===== src/design/lsbx_pkg.sv =====
// Shared types, codes and constants of the LSB steganography extractor.
// No dependencies; every other design file imports this package.
`default_nettype none

package lsbx_pkg;

    localparam int HDR_SKIP_W           = 10;
    localparam logic [HDR_SKIP_W-1:0] HDR_SKIP_RESET = 10'd54;
    localparam int LENGTH_FIELD_BYTES_DEF = 4;
    localparam int QUEUE_DEPTH          = 2;
    localparam logic [31:0] LEN_UNKNOWN = 32'hFFFF_FFFF;

    // Result kinds
    localparam logic [1:0] KIND_NAME    = 2'd0;
    localparam logic [1:0] KIND_PAYLOAD = 2'd1;
    localparam logic [1:0] KIND_STATUS  = 2'd2;

    // Result status codes
    localparam logic [1:0] ST_OK         = 2'd0;
    localparam logic [1:0] ST_TRUNC      = 2'd1;
    localparam logic [1:0] ST_RAN_TO_END = 2'd2;

    // One classified request from the front to the back
    typedef struct packed {
        logic       has_byte;
        logic [7:0] data;
        logic       eof;
    } t_event;

    typedef enum logic [4:0] {
        PH_PLEN    = 5'b00001,
        PH_NLEN    = 5'b00010,
        PH_NAME    = 5'b00100,
        PH_PAYLOAD = 5'b01000,
        PH_DONE    = 5'b10000
    } t_phase;

    // Drop a hidden byte into a little-endian length word; bytes past the fourth are lost.
    function automatic logic [31:0] put_len_byte(logic [31:0] word, logic [3:0] idx,
                                                 logic [7:0] v);
        logic [31:0] res;
        res = word;
        if (idx < 4'd4) begin
            unique case (idx[1:0])
                2'd0: res[7:0]   = v;
                2'd1: res[15:8]  = v;
                2'd2: res[23:16] = v;
                2'd3: res[31:24] = v;
            endcase
        end
        return res;
    endfunction

endpackage

`default_nettype wire


===== src/design/lsbx_front.sv =====
// Front of the extractor: holds header_skip, skips the header and packs LSBs into bytes.
// Depends on lsbx_pkg; feeds classified requests into lsbx_queue.
`default_nettype none

module lsbx_front import lsbx_pkg::*; (
    input  wire logic                  i_clk,
    input  wire logic                  i_rst_n,
    input  wire logic                  i_cfg_wr_en,
    input  wire logic [HDR_SKIP_W-1:0] i_cfg_wr_data,
    input  wire logic                  i_accept,
    input  wire logic [7:0]            i_cover_byte,
    input  wire logic                  i_end_of_file,
    output logic                       o_push,
    output t_event                     o_event
);

    logic [HDR_SKIP_W-1:0] r_hdr_skip;
    logic                  r_in_hdr, n_in_hdr;
    logic [HDR_SKIP_W-1:0] r_skip_cnt, n_skip_cnt;
    logic [2:0]            r_bit_cnt, n_bit_cnt;
    logic [7:0]            r_shift, n_shift;
    logic [7:0]            sh_next;

    assign sh_next = {r_shift[6:0], i_cover_byte[0]};

    always_comb begin
        n_in_hdr   = r_in_hdr;
        n_skip_cnt = r_skip_cnt;
        n_bit_cnt  = r_bit_cnt;
        n_shift    = r_shift;
        o_push     = 1'b0;
        o_event    = '{has_byte: 1'b0, data: sh_next, eof: i_end_of_file};
        if (i_accept) begin
            if (r_in_hdr && (r_skip_cnt < r_hdr_skip)) begin
                n_skip_cnt = r_skip_cnt + 1'b1;
                o_push     = i_end_of_file;
            end else begin
                n_in_hdr = 1'b0;
                if (r_bit_cnt == 3'd7) begin
                    n_bit_cnt        = 3'd0;
                    n_shift          = 8'd0;
                    o_event.has_byte = 1'b1;
                    o_push           = 1'b1;
                end else begin
                    n_bit_cnt = r_bit_cnt + 1'b1;
                    n_shift   = sh_next;
                    o_push    = i_end_of_file;
                end
            end
            // restart the file: partial group is dropped
            if (i_end_of_file) begin
                n_in_hdr   = 1'b1;
                n_skip_cnt = '0;
                n_bit_cnt  = 3'd0;
                n_shift    = 8'd0;
            end
        end
    end

    always_ff @(posedge i_clk) begin
        if (!i_rst_n) begin
            r_hdr_skip <= HDR_SKIP_RESET;
            r_in_hdr   <= 1'b1;
            r_skip_cnt <= '0;
            r_bit_cnt  <= 3'd0;
            r_shift    <= 8'd0;
        end else begin
            if (i_cfg_wr_en) begin
                r_hdr_skip <= i_cfg_wr_data;
            end
            r_in_hdr   <= n_in_hdr;
            r_skip_cnt <= n_skip_cnt;
            r_bit_cnt  <= n_bit_cnt;
            r_shift    <= n_shift;
        end
    end

endmodule

`default_nettype wire


===== src/design/lsbx_queue.sv =====
// Short request queue between the front and the back of the extractor.
// Depends on lsbx_pkg for the request type and depth.
`default_nettype none

module lsbx_queue import lsbx_pkg::*; (
    input  wire logic   i_clk,
    input  wire logic   i_rst_n,
    input  wire logic   i_push,
    input  wire t_event i_event,
    input  wire logic   i_pop,
    output logic        o_full,
    output logic        o_valid,
    output t_event      o_event
);

    localparam int PTR_W = (QUEUE_DEPTH > 1) ? $clog2(QUEUE_DEPTH) : 1;
    localparam int CNT_W = $clog2(QUEUE_DEPTH + 1);

    t_event             r_mem [QUEUE_DEPTH];
    logic [PTR_W-1:0]   r_wr_ptr, r_rd_ptr;
    logic [CNT_W-1:0]   r_count;

    assign o_full  = (r_count == CNT_W'(QUEUE_DEPTH));
    assign o_valid = (r_count != '0);
    assign o_event = r_mem[r_rd_ptr];

    always_ff @(posedge i_clk) begin
        if (i_push) begin
            r_mem[r_wr_ptr] <= i_event;
        end
    end

    always_ff @(posedge i_clk) begin
        if (!i_rst_n) begin
            r_wr_ptr <= '0;
            r_rd_ptr <= '0;
            r_count  <= '0;
        end else begin
            if (i_push) begin
                r_wr_ptr <= (r_wr_ptr == PTR_W'(QUEUE_DEPTH - 1)) ? '0 : r_wr_ptr + 1'b1;
            end
            if (i_pop) begin
                r_rd_ptr <= (r_rd_ptr == PTR_W'(QUEUE_DEPTH - 1)) ? '0 : r_rd_ptr + 1'b1;
            end
            if (i_push && !i_pop) begin
                r_count <= r_count + 1'b1;
            end else if (!i_push && i_pop) begin
                r_count <= r_count - 1'b1;
            end
        end
    end

endmodule

`default_nettype wire


===== src/design/lsbx_back.sv =====
// Back of the extractor: parses length fields, emits name and payload bytes, flags the end.
// Depends on lsbx_pkg; takes requests from lsbx_queue and drives the output register.
`default_nettype none

module lsbx_back import lsbx_pkg::*; #(
    parameter int LENGTH_FIELD_BYTES = LENGTH_FIELD_BYTES_DEF
) (
    input  wire logic       i_clk,
    input  wire logic       i_rst_n,
    input  wire logic       i_q_valid,
    input  wire t_event     i_event,
    output logic            o_pop,
    input  wire logic       i_stall,
    output logic            o_valid,
    output logic [7:0]      o_out_byte,
    output logic [1:0]      o_out_kind,
    output logic            o_is_last,
    output logic [1:0]      o_status
);

    localparam int IDX_W = (LENGTH_FIELD_BYTES > 1) ? $clog2(LENGTH_FIELD_BYTES) : 1;

    t_phase             r_phase, n_phase;
    logic [IDX_W-1:0]   r_idx, n_idx;
    logic [31:0]        r_plen, n_plen;
    logic [31:0]        r_nlen, n_nlen;
    logic [31:0]        r_cnt, n_cnt;
    logic               r_out_valid, n_out_valid;
    logic [7:0]         r_out_byte, n_out_byte;
    logic [1:0]         r_out_kind, n_out_kind;
    logic               r_is_last, n_is_last;
    logic [1:0]         r_status, n_status;

    logic               emit;
    logic               ended;
    logic               idx_last;
    logic [3:0]         idx_ext;
    logic [31:0]        cnt_inc;
    logic [31:0]        nlen_new;
    logic [1:0]         eof_st;

    assign o_pop      = i_q_valid && (!r_out_valid || !i_stall);
    assign idx_last   = (r_idx == IDX_W'(LENGTH_FIELD_BYTES - 1));
    assign idx_ext    = 4'(r_idx);
    assign cnt_inc    = r_cnt + 32'd1;
    assign nlen_new   = put_len_byte(r_nlen, idx_ext, i_event.data);

    always_comb begin
        n_phase    = r_phase;
        n_idx      = r_idx;
        n_plen     = r_plen;
        n_nlen     = r_nlen;
        n_cnt      = r_cnt;
        n_out_byte = r_out_byte;
        n_out_kind = r_out_kind;
        n_is_last  = r_is_last;
        n_status   = r_status;
        emit       = 1'b0;
        ended      = 1'b0;
        eof_st     = ST_TRUNC;
        if (o_pop && (r_phase != PH_DONE)) begin
            if (i_event.has_byte) begin
                unique case (r_phase)
                    PH_PLEN: begin
                        n_plen = put_len_byte(r_plen, idx_ext, i_event.data);
                        n_idx  = idx_last ? '0 : r_idx + 1'b1;
                        if (idx_last) begin
                            n_phase = PH_NLEN;
                        end
                    end
                    PH_NLEN: begin
                        n_nlen = nlen_new;
                        n_idx  = idx_last ? '0 : r_idx + 1'b1;
                        if (idx_last) begin
                            n_cnt = 32'd0;
                            if (nlen_new[31]) begin
                                n_nlen = 32'd0;
                            end
                            if (!nlen_new[31] && (nlen_new != 32'd0)) begin
                                n_phase = PH_NAME;
                            end else if (r_plen == 32'd0) begin
                                emit       = 1'b1;
                                ended      = 1'b1;
                                n_out_byte = 8'd0;
                                n_out_kind = KIND_STATUS;
                                n_is_last  = 1'b1;
                                n_status   = ST_OK;
                                n_phase    = PH_DONE;
                            end else begin
                                n_phase = PH_PAYLOAD;
                            end
                        end
                    end
                    PH_NAME: begin
                        emit       = 1'b1;
                        n_out_byte = i_event.data;
                        n_out_kind = KIND_NAME;
                        n_is_last  = 1'b0;
                        n_status   = ST_OK;
                        n_cnt      = cnt_inc;
                        if (cnt_inc == r_nlen) begin
                            n_cnt   = 32'd0;
                            n_phase = PH_PAYLOAD;
                            if (r_plen == 32'd0) begin
                                n_is_last = 1'b1;
                                ended     = 1'b1;
                                n_phase   = PH_DONE;
                            end
                        end
                    end
                    PH_PAYLOAD: begin
                        emit       = 1'b1;
                        n_out_byte = i_event.data;
                        n_out_kind = KIND_PAYLOAD;
                        n_is_last  = 1'b0;
                        n_status   = ST_OK;
                        n_cnt      = cnt_inc;
                        if (!r_plen[31] && (cnt_inc == r_plen)) begin
                            n_is_last = 1'b1;
                            ended     = 1'b1;
                            n_phase   = PH_DONE;
                        end
                    end
                    PH_DONE: begin
                    end
                endcase
            end
            if (i_event.eof && !ended) begin
                if (n_phase == PH_PAYLOAD) begin
                    eof_st = (r_plen == LEN_UNKNOWN) ? ST_RAN_TO_END : ST_OK;
                end
                if (!emit) begin
                    n_out_byte = 8'd0;
                    n_out_kind = KIND_STATUS;
                end
                emit      = 1'b1;
                n_is_last = 1'b1;
                n_status  = eof_st;
            end
        end
        // restart per-file state after the last cover byte
        if (o_pop && i_event.eof) begin
            n_phase = PH_PLEN;
            n_idx   = '0;
            n_plen  = LEN_UNKNOWN;
            n_nlen  = 32'd0;
            n_cnt   = 32'd0;
        end
        n_out_valid = o_pop ? emit : (r_out_valid && i_stall);
    end

    always_ff @(posedge i_clk) begin
        if (!i_rst_n) begin
            r_phase     <= PH_PLEN;
            r_idx       <= '0;
            r_plen      <= LEN_UNKNOWN;
            r_nlen      <= 32'd0;
            r_cnt       <= 32'd0;
            r_out_valid <= 1'b0;
        end else begin
            r_phase     <= n_phase;
            r_idx       <= n_idx;
            r_plen      <= n_plen;
            r_nlen      <= n_nlen;
            r_cnt       <= n_cnt;
            r_out_valid <= n_out_valid;
        end
    end

    always_ff @(posedge i_clk) begin
        r_out_byte <= n_out_byte;
        r_out_kind <= n_out_kind;
        r_is_last  <= n_is_last;
        r_status   <= n_status;
    end

    assign o_valid    = r_out_valid;
    assign o_out_byte = r_out_byte;
    assign o_out_kind = r_out_kind;
    assign o_is_last  = r_is_last;
    assign o_status   = r_status;

endmodule

`default_nettype wire


===== src/design/lsb_stego_bmp_extractor.sv =====
// Top level of the LSB steganography extractor for bitmap cover streams.
// Depends on lsbx_pkg, lsbx_front, lsbx_queue and lsbx_back.
//
// Usage:
//   Input channel (i_valid / o_stall): one cover byte per request with an end-of-file
//   flag. The first header_skip bytes are ignored; after them each group of eight
//   LSBs gives one hidden byte, first LSB in bit 7.
//   Output channel (o_valid / i_stall): name bytes, payload bytes and status-only
//   results, with is_last and status on the result that ends a hidden message.
//   Configuration: i_cfg_wr_en writes header_skip from i_cfg_wr_data; write it only
//   while the block is idle.
// Timing:
//   One cover byte is accepted every cycle while the queue has room. A result passes
//   through the queue and then the output register: the front (skip counter and bit
//   packing) pushes the request into the queue, and the back (length and item
//   counters) moves it from the queue head into the output register. A two-entry
//   queue parts the two, so the back drains while the front fills and vice versa.
// Reset and stall:
//   Reset clears all file state and sets header_skip to 54. While the receiver
//   stalls the output register holds its result; the back stops, the queue fills,
//   and o_stall rises once it is full. Every end of file restarts the per-file state.
`default_nettype none

module lsb_stego_bmp_extractor import lsbx_pkg::*; #(
    parameter int LENGTH_FIELD_BYTES = LENGTH_FIELD_BYTES_DEF
) (
    input  wire logic                  i_clk,
    input  wire logic                  i_rst_n,
    input  wire logic                  i_cfg_wr_en,
    input  wire logic [HDR_SKIP_W-1:0] i_cfg_wr_data,
    input  wire logic                  i_valid,
    output logic                       o_stall,
    input  wire logic [7:0]            i_cover_byte,
    input  wire logic                  i_end_of_file,
    output logic                       o_valid,
    input  wire logic                  i_stall,
    output logic [7:0]                 o_out_byte,
    output logic [1:0]                 o_out_kind,
    output logic                       o_is_last,
    output logic [1:0]                 o_status
);

    logic   accept;
    logic   q_full;
    logic   q_push;
    t_event q_in;
    logic   q_valid;
    t_event q_head;
    logic   q_pop;

    // stall the sender only when the queue has no room
    assign o_stall = q_full;
    assign accept  = i_valid && !q_full;

    lsbx_front u_front (
        .i_clk         (i_clk),
        .i_rst_n       (i_rst_n),
        .i_cfg_wr_en   (i_cfg_wr_en),
        .i_cfg_wr_data (i_cfg_wr_data),
        .i_accept      (accept),
        .i_cover_byte  (i_cover_byte),
        .i_end_of_file (i_end_of_file),
        .o_push        (q_push),
        .o_event       (q_in)
    );

    lsbx_queue u_queue (
        .i_clk   (i_clk),
        .i_rst_n (i_rst_n),
        .i_push  (q_push),
        .i_event (q_in),
        .i_pop   (q_pop),
        .o_full  (q_full),
        .o_valid (q_valid),
        .o_event (q_head)
    );

    lsbx_back #(
        .LENGTH_FIELD_BYTES (LENGTH_FIELD_BYTES)
    ) u_back (
        .i_clk      (i_clk),
        .i_rst_n    (i_rst_n),
        .i_q_valid  (q_valid),
        .i_event    (q_head),
        .o_pop      (q_pop),
        .i_stall    (i_stall),
        .o_valid    (o_valid),
        .o_out_byte (o_out_byte),
        .o_out_kind (o_out_kind),
        .o_is_last  (o_is_last),
        .o_status   (o_status)
    );

endmodule

`default_nettype wire

===== config.mk =====
export PLATFORM = sky130hd
export DESIGN_NAME = lsb_stego_bmp_extractor
export DESIGN_NICKNAME = d
export VERILOG_FILES = /design/src/design/lsbx_pkg.sv /design/src/design/lsbx_front.sv /design/src/design/lsbx_queue.sv /design/src/design/lsbx_back.sv /design/src/design/lsb_stego_bmp_extractor.sv
export SDC_FILE = /design/constraint.sdc
export NUM_CORES = 1
export LEC_CHECK = 0
export BUFFER_PORTS_ARGS = -buffer_cell sky130_fd_sc_hd__buf_2
export CORE_MARGIN = 2
export CORE_UTILIZATION = 50
export DETAILED_ROUTE_END_ITERATION = 8
export HOLD_SLACK_MARGIN = 0.06
export PLACE_DENSITY = 0.67
export SETUP_SLACK_MARGIN = 0.5
export SYNTH_ARGS = -nofsm -noshare
export SYNTH_HDL_FRONTEND = slang
export SYNTH_HIERARCHICAL = 1
export SYNTH_SLANG_ARGS = --single-unit

===== constraint.sdc =====
create_clock -name i_clk -period 4.4 [get_ports i_clk]
set_input_delay 0.66 -clock i_clk [delete_from_list [all_inputs] [get_ports i_clk]]
set_output_delay 0.66 -clock i_clk [all_outputs]
set_load 0.02 [all_outputs]

Yosys cells after proc, flatten, opt, wreduce, memory -nomap -nowiden --
Memories as Yosys holds them, arrays and structs flattened. A register that Yosys moved wholly into a read port is not among the register bits. Index checks and enable logic that the tools add are counted. Widths: inputs -> output; s select.
Word-level totals: register bits after elaboration 152, RAM bits 20, input port bits 24, output and inout port bits 15, memories 1
Memory list:
- u_queue.r_mem | words 2, width 10, rd ports 1, clocked after Yosys merged registers in 1, wr ports 1, line lsbx_queue.sv:19 | t_event r_mem [QUEUE_DEPTH];
Operators by class: $add $sub $neg 8, order comparisons 2, equal/unequal tests 19, muxes and demuxes 85, bitwise operators 1, reductions and logical operators 44
Operator list (count):
- $mux 32 | 4
- $pmux 32 s3 | 1
- $mux 8 | 10
- $eq 32x32->1 | 2
- $mux 5 | 8
- $add 32x1->32 const B | 1
- $eq 32x32->1 const B | 1
- $logic_not 32->1 | 1
- $mux 2 | 16
- $reduce_bool 32->1 | 1
- $mux 31 | 1
- $mux 1 | 30
- $mux 7 | 3
- $mux 10 | 2
- $pmux 5 s4 | 1
- $reduce_and 5->1 | 4
- $pmux 8 s2 | 1
- $reduce_and 6->1 | 2
- $logic_and 1x1->1 | 11
- $add 10x1->10 const B | 1
- $eq 5x4->1 const B | 2
- $lt 10x10->1 | 1
- $mux 3 | 3
- $logic_not 1->1 | 8
- 30 further kinds | 44

Depth between registers and ports, before layout --
word-level depth 15, gate-level depth with buffers 14, depth with buffers taken out 12

By module --
The synthesis kept the hierarchy.
Modules (own cells, without submodules):
- lsbx_back | instances 1, cells each 953, area an instance 7479.7 um^2, sequential area each 2472.4 um^2
- lsbx_front | instances 1, cells each 186, area an instance 1634.1 um^2, sequential area each 620.6 um^2
- lsbx_queue | instances 1, cells each 53, area an instance 939.7 um^2, sequential area each 700.7 um^2
- lsb_stego_bmp_extractor | instances 1, cells each 1, area an instance 13.8 um^2, sequential area each 0.0 um^2

Worst setup path before layout --
Ideal clock, no wire load.
path type flip-flop to flip-flop, from register u_back.r_cnt[1], to register u_back.r_is_last (netlist: u_back/o_is_last) (data pin), library setup time 0.265 ns, arrival 3.189 ns, data required time 4.135 ns, setup slack 0.946 ns, cell stages (with the launch flop) 13, buffers on the path 1, period minus slack after synthesis 3.454 ns, cells stage by stage dfxtp_1 > ha_1 > clkbuf_2 > nand3_1 > nor4_4 > nand3_4 > and3b_1 > a2111o_1 > nor4_2 > nand4_2 > o32ai_2 > o21ai_1 > or3_1
Between the ends: word-level cells in the longest chain between the ends 9, elaborated cells on any way between the ends 13, those cells by class 1 x add/sub; 2 x eq/ne; 7 x mux; 3 x reduce/logical
RTL lines:
- start, declared | line lsbx_back.sv:27 | logic [31:0] r_cnt, n_cnt;
- start signal, assigned | line lsbx_back.sv:165 | r_cnt <= n_cnt;
- $add 32x1->32 * | line lsbx_back.sv:45 | assign cnt_inc = r_cnt + 32'd1;
- $eq 32x32->1 | line lsbx_back.sv:118 | if (!r_plen[31] && (cnt_inc == r_plen)) begin
- $logic_and 1x1->1 | line lsbx_back.sv:118
- $mux 1 | line lsbx_back.sv:118
- $pmux 1 s3 | line lsbx_back.sv:63 | unique case (r_phase)
- $mux 1 | line lsbx_back.sv:62 | if (i_event.has_byte) begin
- $mux 1 | line lsbx_back.sv:61 | if (o_pop && (r_phase != PH_DONE)) begin
- $logic_not 1->1 | line lsbx_back.sv:128 | if (i_event.eof && !ended) begin
- $logic_and 1x1->1 | line lsbx_back.sv:128
- end signal, assigned | line lsbx_back.sv:173 | r_is_last <= n_is_last;
- end, declared | line lsbx_back.sv:31 | logic r_is_last, n_is_last;
Every way passes the cells marked *; elsewhere a longest branch is shown, timed or not. The select of a mux whose other input is x is not followed. A chain may end at the register's enable or synchronous reset.

Worst setup path in the final report --
from register u_back.r_cnt[13], to register u_back.r_is_last (netlist: u_back/o_is_last) (data pin)
The elaborated chain is that of the path after synthesis.

==> metrics <==
status finished clean; Leakage Power 4.23 nW; Sum Neg Setup Slack 0 ns; Most Used Layer, Global Route met1; largest net degree at the start of global routing 49; count of warnings emitted by yosys 6; Num CTS Buffers 17; post-route ant nets 0; wire per inst 20.2 um; share of layout cells above drive strength 1 0.129; hold path startpoint i_cfg_wr_data[2]; CP delay by family, top simple AND/OR/NAND/NOR gates; most numerous cell on the critical path or3_1; CP cell instances nand3_2, or3_1, or4_4, and2_1, a2111o_1, nor3_1, nand4_1, o32ai_2, o21ai_1, or3_1; number of DRC markers in iteration 0 997; number of buffers on the longest clock path 2; post-route fraction of the period consumed by the critical path 0.859; stage delay of the slowest cell on the critical path 0.54 ns; class of the worst hold path in2reg; Layout Skew 0.0163 ns; core area 19,600 um2; max-cap check violation count 0; FP Rows 51; clock-pin transition on the worst setup and hold timing paths 0.08 ns; pins over their slew limit 0; number of buffers inserted for hold repair after clock tree synthesis 0; met3 Usage GRT 0.0539; portion of synthesized cell area occupied by the leading cell type 0.278; Worst R2R Start u_back/r_cnt[13]; maximum frequency from static timing analysis 265 MHz; post-synthesis cell count 1,193; Util after Layout 0.569; minimum clock period after layout 3.78 ns; post-route cell area 11,100 um2; source of the critical timing path u_back/r_cnt[13]; Crit. End Element flip-flop; number of antenna diodes 0; highest net fanout along the worst path 7; register area share after synthesis 0.377; syn avg cell area 8.44 um2; wire length of the first global-routing pass 46,200 um; synthesized netlist net count 1,235; number of distinct library cells after synthesis 87; antenna violations before repair 1; grt met2 use 0.396; Synth async-reset ratio 0; Die X-Extent 146 um; vias post-DR 9,117; signal arrival time at the worst endpoint 3.96 ns; worst voltage drop across the vdd grid 0.370 mV; transition time at the pin with the least slew margin 1.02 ns; Switching Share 0.352; data required time of the critical path 4.58 ns; register bit total from synthesis 173; CTS tree built; internal power component 2.88 mW; CP Launch Type flip-flop; drt pass-1 iters 5; commonest cells in the synthesized netlist 161 x nand2_1, 140 x dfxtp_1, 92 x nor2_1; gr ovfl total 0; number of clock sinks 173; Sequential Power Share 0.421; GPL Wtd Cong 0.996; final hold vios 0; unrepaired setup endpoints after global routing no; total power divided by cell area 398 nW/um2; relative slew slack 0.322; dpl cell area 10,500 um2; number of buffer cells added on primary ports 31; Switch Pwr 1.56 mW; top_reg_cell synth dfxtp_1; GR met1 Demand/Resource 0.414; cell total after placement 1,437; endpoints failing setup 0; total routing resource utilization after global routing 0.276; most used standard cell by instance count after synthesis nand2_1; cell area after synthesis 10,100 um2; Clock Root Buffer clkbuf_16; Vert. Die Dim 146 um; NumNets Final 1,235; main area contributors after synthesis dfxtp_1 28%, edfxtp_1 9.8%, nand2_1 6.0%, xnor2_1 3.7%, nor2_1 3.4%; remaining design rule violation count 0; clock network fraction of total power 0.349; dpl hpwl 21,700 um; number of enable flip-flop cells after synthesis 33; largest area contributor in the netlist dfxtp_1; relative area change from synthesis to final layout 10.8%; Buffers & Inverters on Critical Path 0; Initial Util 0.514; logic gate share of total power 0.230; post-detailed-routing wire length 29,700 um; latest clock arrival within the worst-skew pair 0.44 ns; Worst Setup Path Type reg2reg; die outline area 21,300 um2; final non-filler cell total 1,471; average vias per placed instance 6.20; Max stage delay cell, worst path or4_4; num ports 39; number of global-route vias before repair 8,132; htree depth 4
-- worst paths after layout --
check / end / slack (ns) / cells after the start
worst max-delay path: u_back/o_is_last / 0.62 / 10
worst min-delay path: u_front/r_hdr_skip[2] / 0.42 / 3
worst max register to register: u_back/o_is_last / 0.62 / 10
worst min register to register: u_front/r_bit_cnt[2] / 0.46 / 2
-- through the flow --
step           hold slack (ns)  total power [mW]  setup slack [ns]
3_3_place_gp             0.437              2.89             0.485
6_report                 0.423              4.44             0.620
4_1_cts                  0.415              4.45             0.509
2_1_floorplan            0.425              2.58             0.946
5_1_grt                  0.427              4.62             0.496
3_5_place_dp             0.448              2.90             0.426
-- logic make-up (layout without fill, tap and decap cells) --
| logic type | Yosys count | count (layout) | synth area share |
|---|---|---|---|
| flip-flops | 173 | 173 | 0.377 |
| buffers and inverters | 123 | 136 | 0.0523 |
| multiplexers | 32 | 32 | 0.0331 |
| adder cells (fa/ha/maj) | 18 | 18 | 0.0224 |
| AND/OR/NAND/NOR | 528 | 528 | 0.272 |
| XOR/XNOR | 73 | 73 | 0.0677 |
| AO/OA/AOI/OAI | 246 | 246 | 0.175 |
-- cell usage in the layout, fill, tap and decap left out, types with 10 or more instances in the layout --
| cell | netlist | routed |
|---|---|---|
| nand2_1 | 161 | 160 |
| dfxtp_1 | 140 | 131 |
| nor2_1 | 92 | 92 |
| nand3_1 | 66 | 66 |
| xnor2_1 | 43 | 43 |
| a21oi_1 | 39 | 39 |
| inv_1 | 35 | 35 |
| buf_4 | 9 | 35 |
| edfxtp_1 | 33 | 33 |
| buf_2 | 18 | 31 |
| nand4_1 | 28 | 28 |
| o21ai_0 | 27 | 27 |
| xor2_1 | 27 | 27 |
| a22o_1 | 26 | 26 |
| a22oi_1 | 25 | 25 |
| nor4_1 | 27 | 23 |
| mux2i_1 | 22 | 22 |
| nor3_1 | 20 | 20 |
| nand2b_1 | 19 | 19 |
| and3_1 | 19 | 19 |
| o31ai_1 | 18 | 18 |
| ha_1 | 18 | 18 |
| clkbuf_16 | 0 | 17 |
| and2_1 | 18 | 17 |
| o21ai_1 | 16 | 16 |
| or3_1 | 12 | 11 |
| a31oi_1 | 10 | 10 |
| mux2_2 | 10 | 10 |
-- cell type report --
| type | instances | area (um2) |
|---|---|---|
| clock buffer | 18 | 439 |
| clock inverter | 14 | 185 |
| fill | 1815 | 8440 |
| inverter | 36 | 135 |
| multi-input combinational | 897 | 5790 |
| sequential | 173 | 3810 |
| tap | 265 | 332 |
| timing repair buffer | 68 | 458 |
-- sequential cells by signal, summed over array words and instances (netlist names), 3 cells and up, named ones only --
signal	flops
u_back/r_cnt	32
u_front/r_shift	7
u_back/o_out_byte	8
u_queue/r_mem	20
u_back/r_nlen	32
u_back/r_phase	5
u_front/r_bit_cnt	3
u_front/r_hdr_skip	10
u_front/r_skip_cnt	10
u_back/r_plen	32
-- power groups by stage --
stage / sequential [mW] / clock [mW] / combinational, mW
3_3_place_gp: 1.90 / 0 / 0.990
4_1_cts: 1.86 / 1.58 / 1.01
5_1_grt: 1.88 / 1.65 / 1.10
6_report: 1.87 / 1.55 / 1.02
3_5_place_dp: 1.90 / 0 / 1.01
2_1_floorplan: 1.91 / 0 / 0.678
-- layer usage --
layer | vias to the layer above | part of all wire
met5 | - | 0
met4 | 0 | 0.023
met3 | 54 | 0.097
met2 | 428 | 0.42
met1 | 4298 | 0.46
li1 | 4337 | -
-- worst min-delay path, stage by stage --
cell and delay (ns):
buf_2 0.07, nand2_1 0.04, o211ai_1 0.06
-- timing repair --
action	in CTS	in global routing
setup endpoints to repair	20	37
setup buffers	0	2
pin swaps	0	3
resized for setup	5	13
Power figures use the tool's default switching activity.
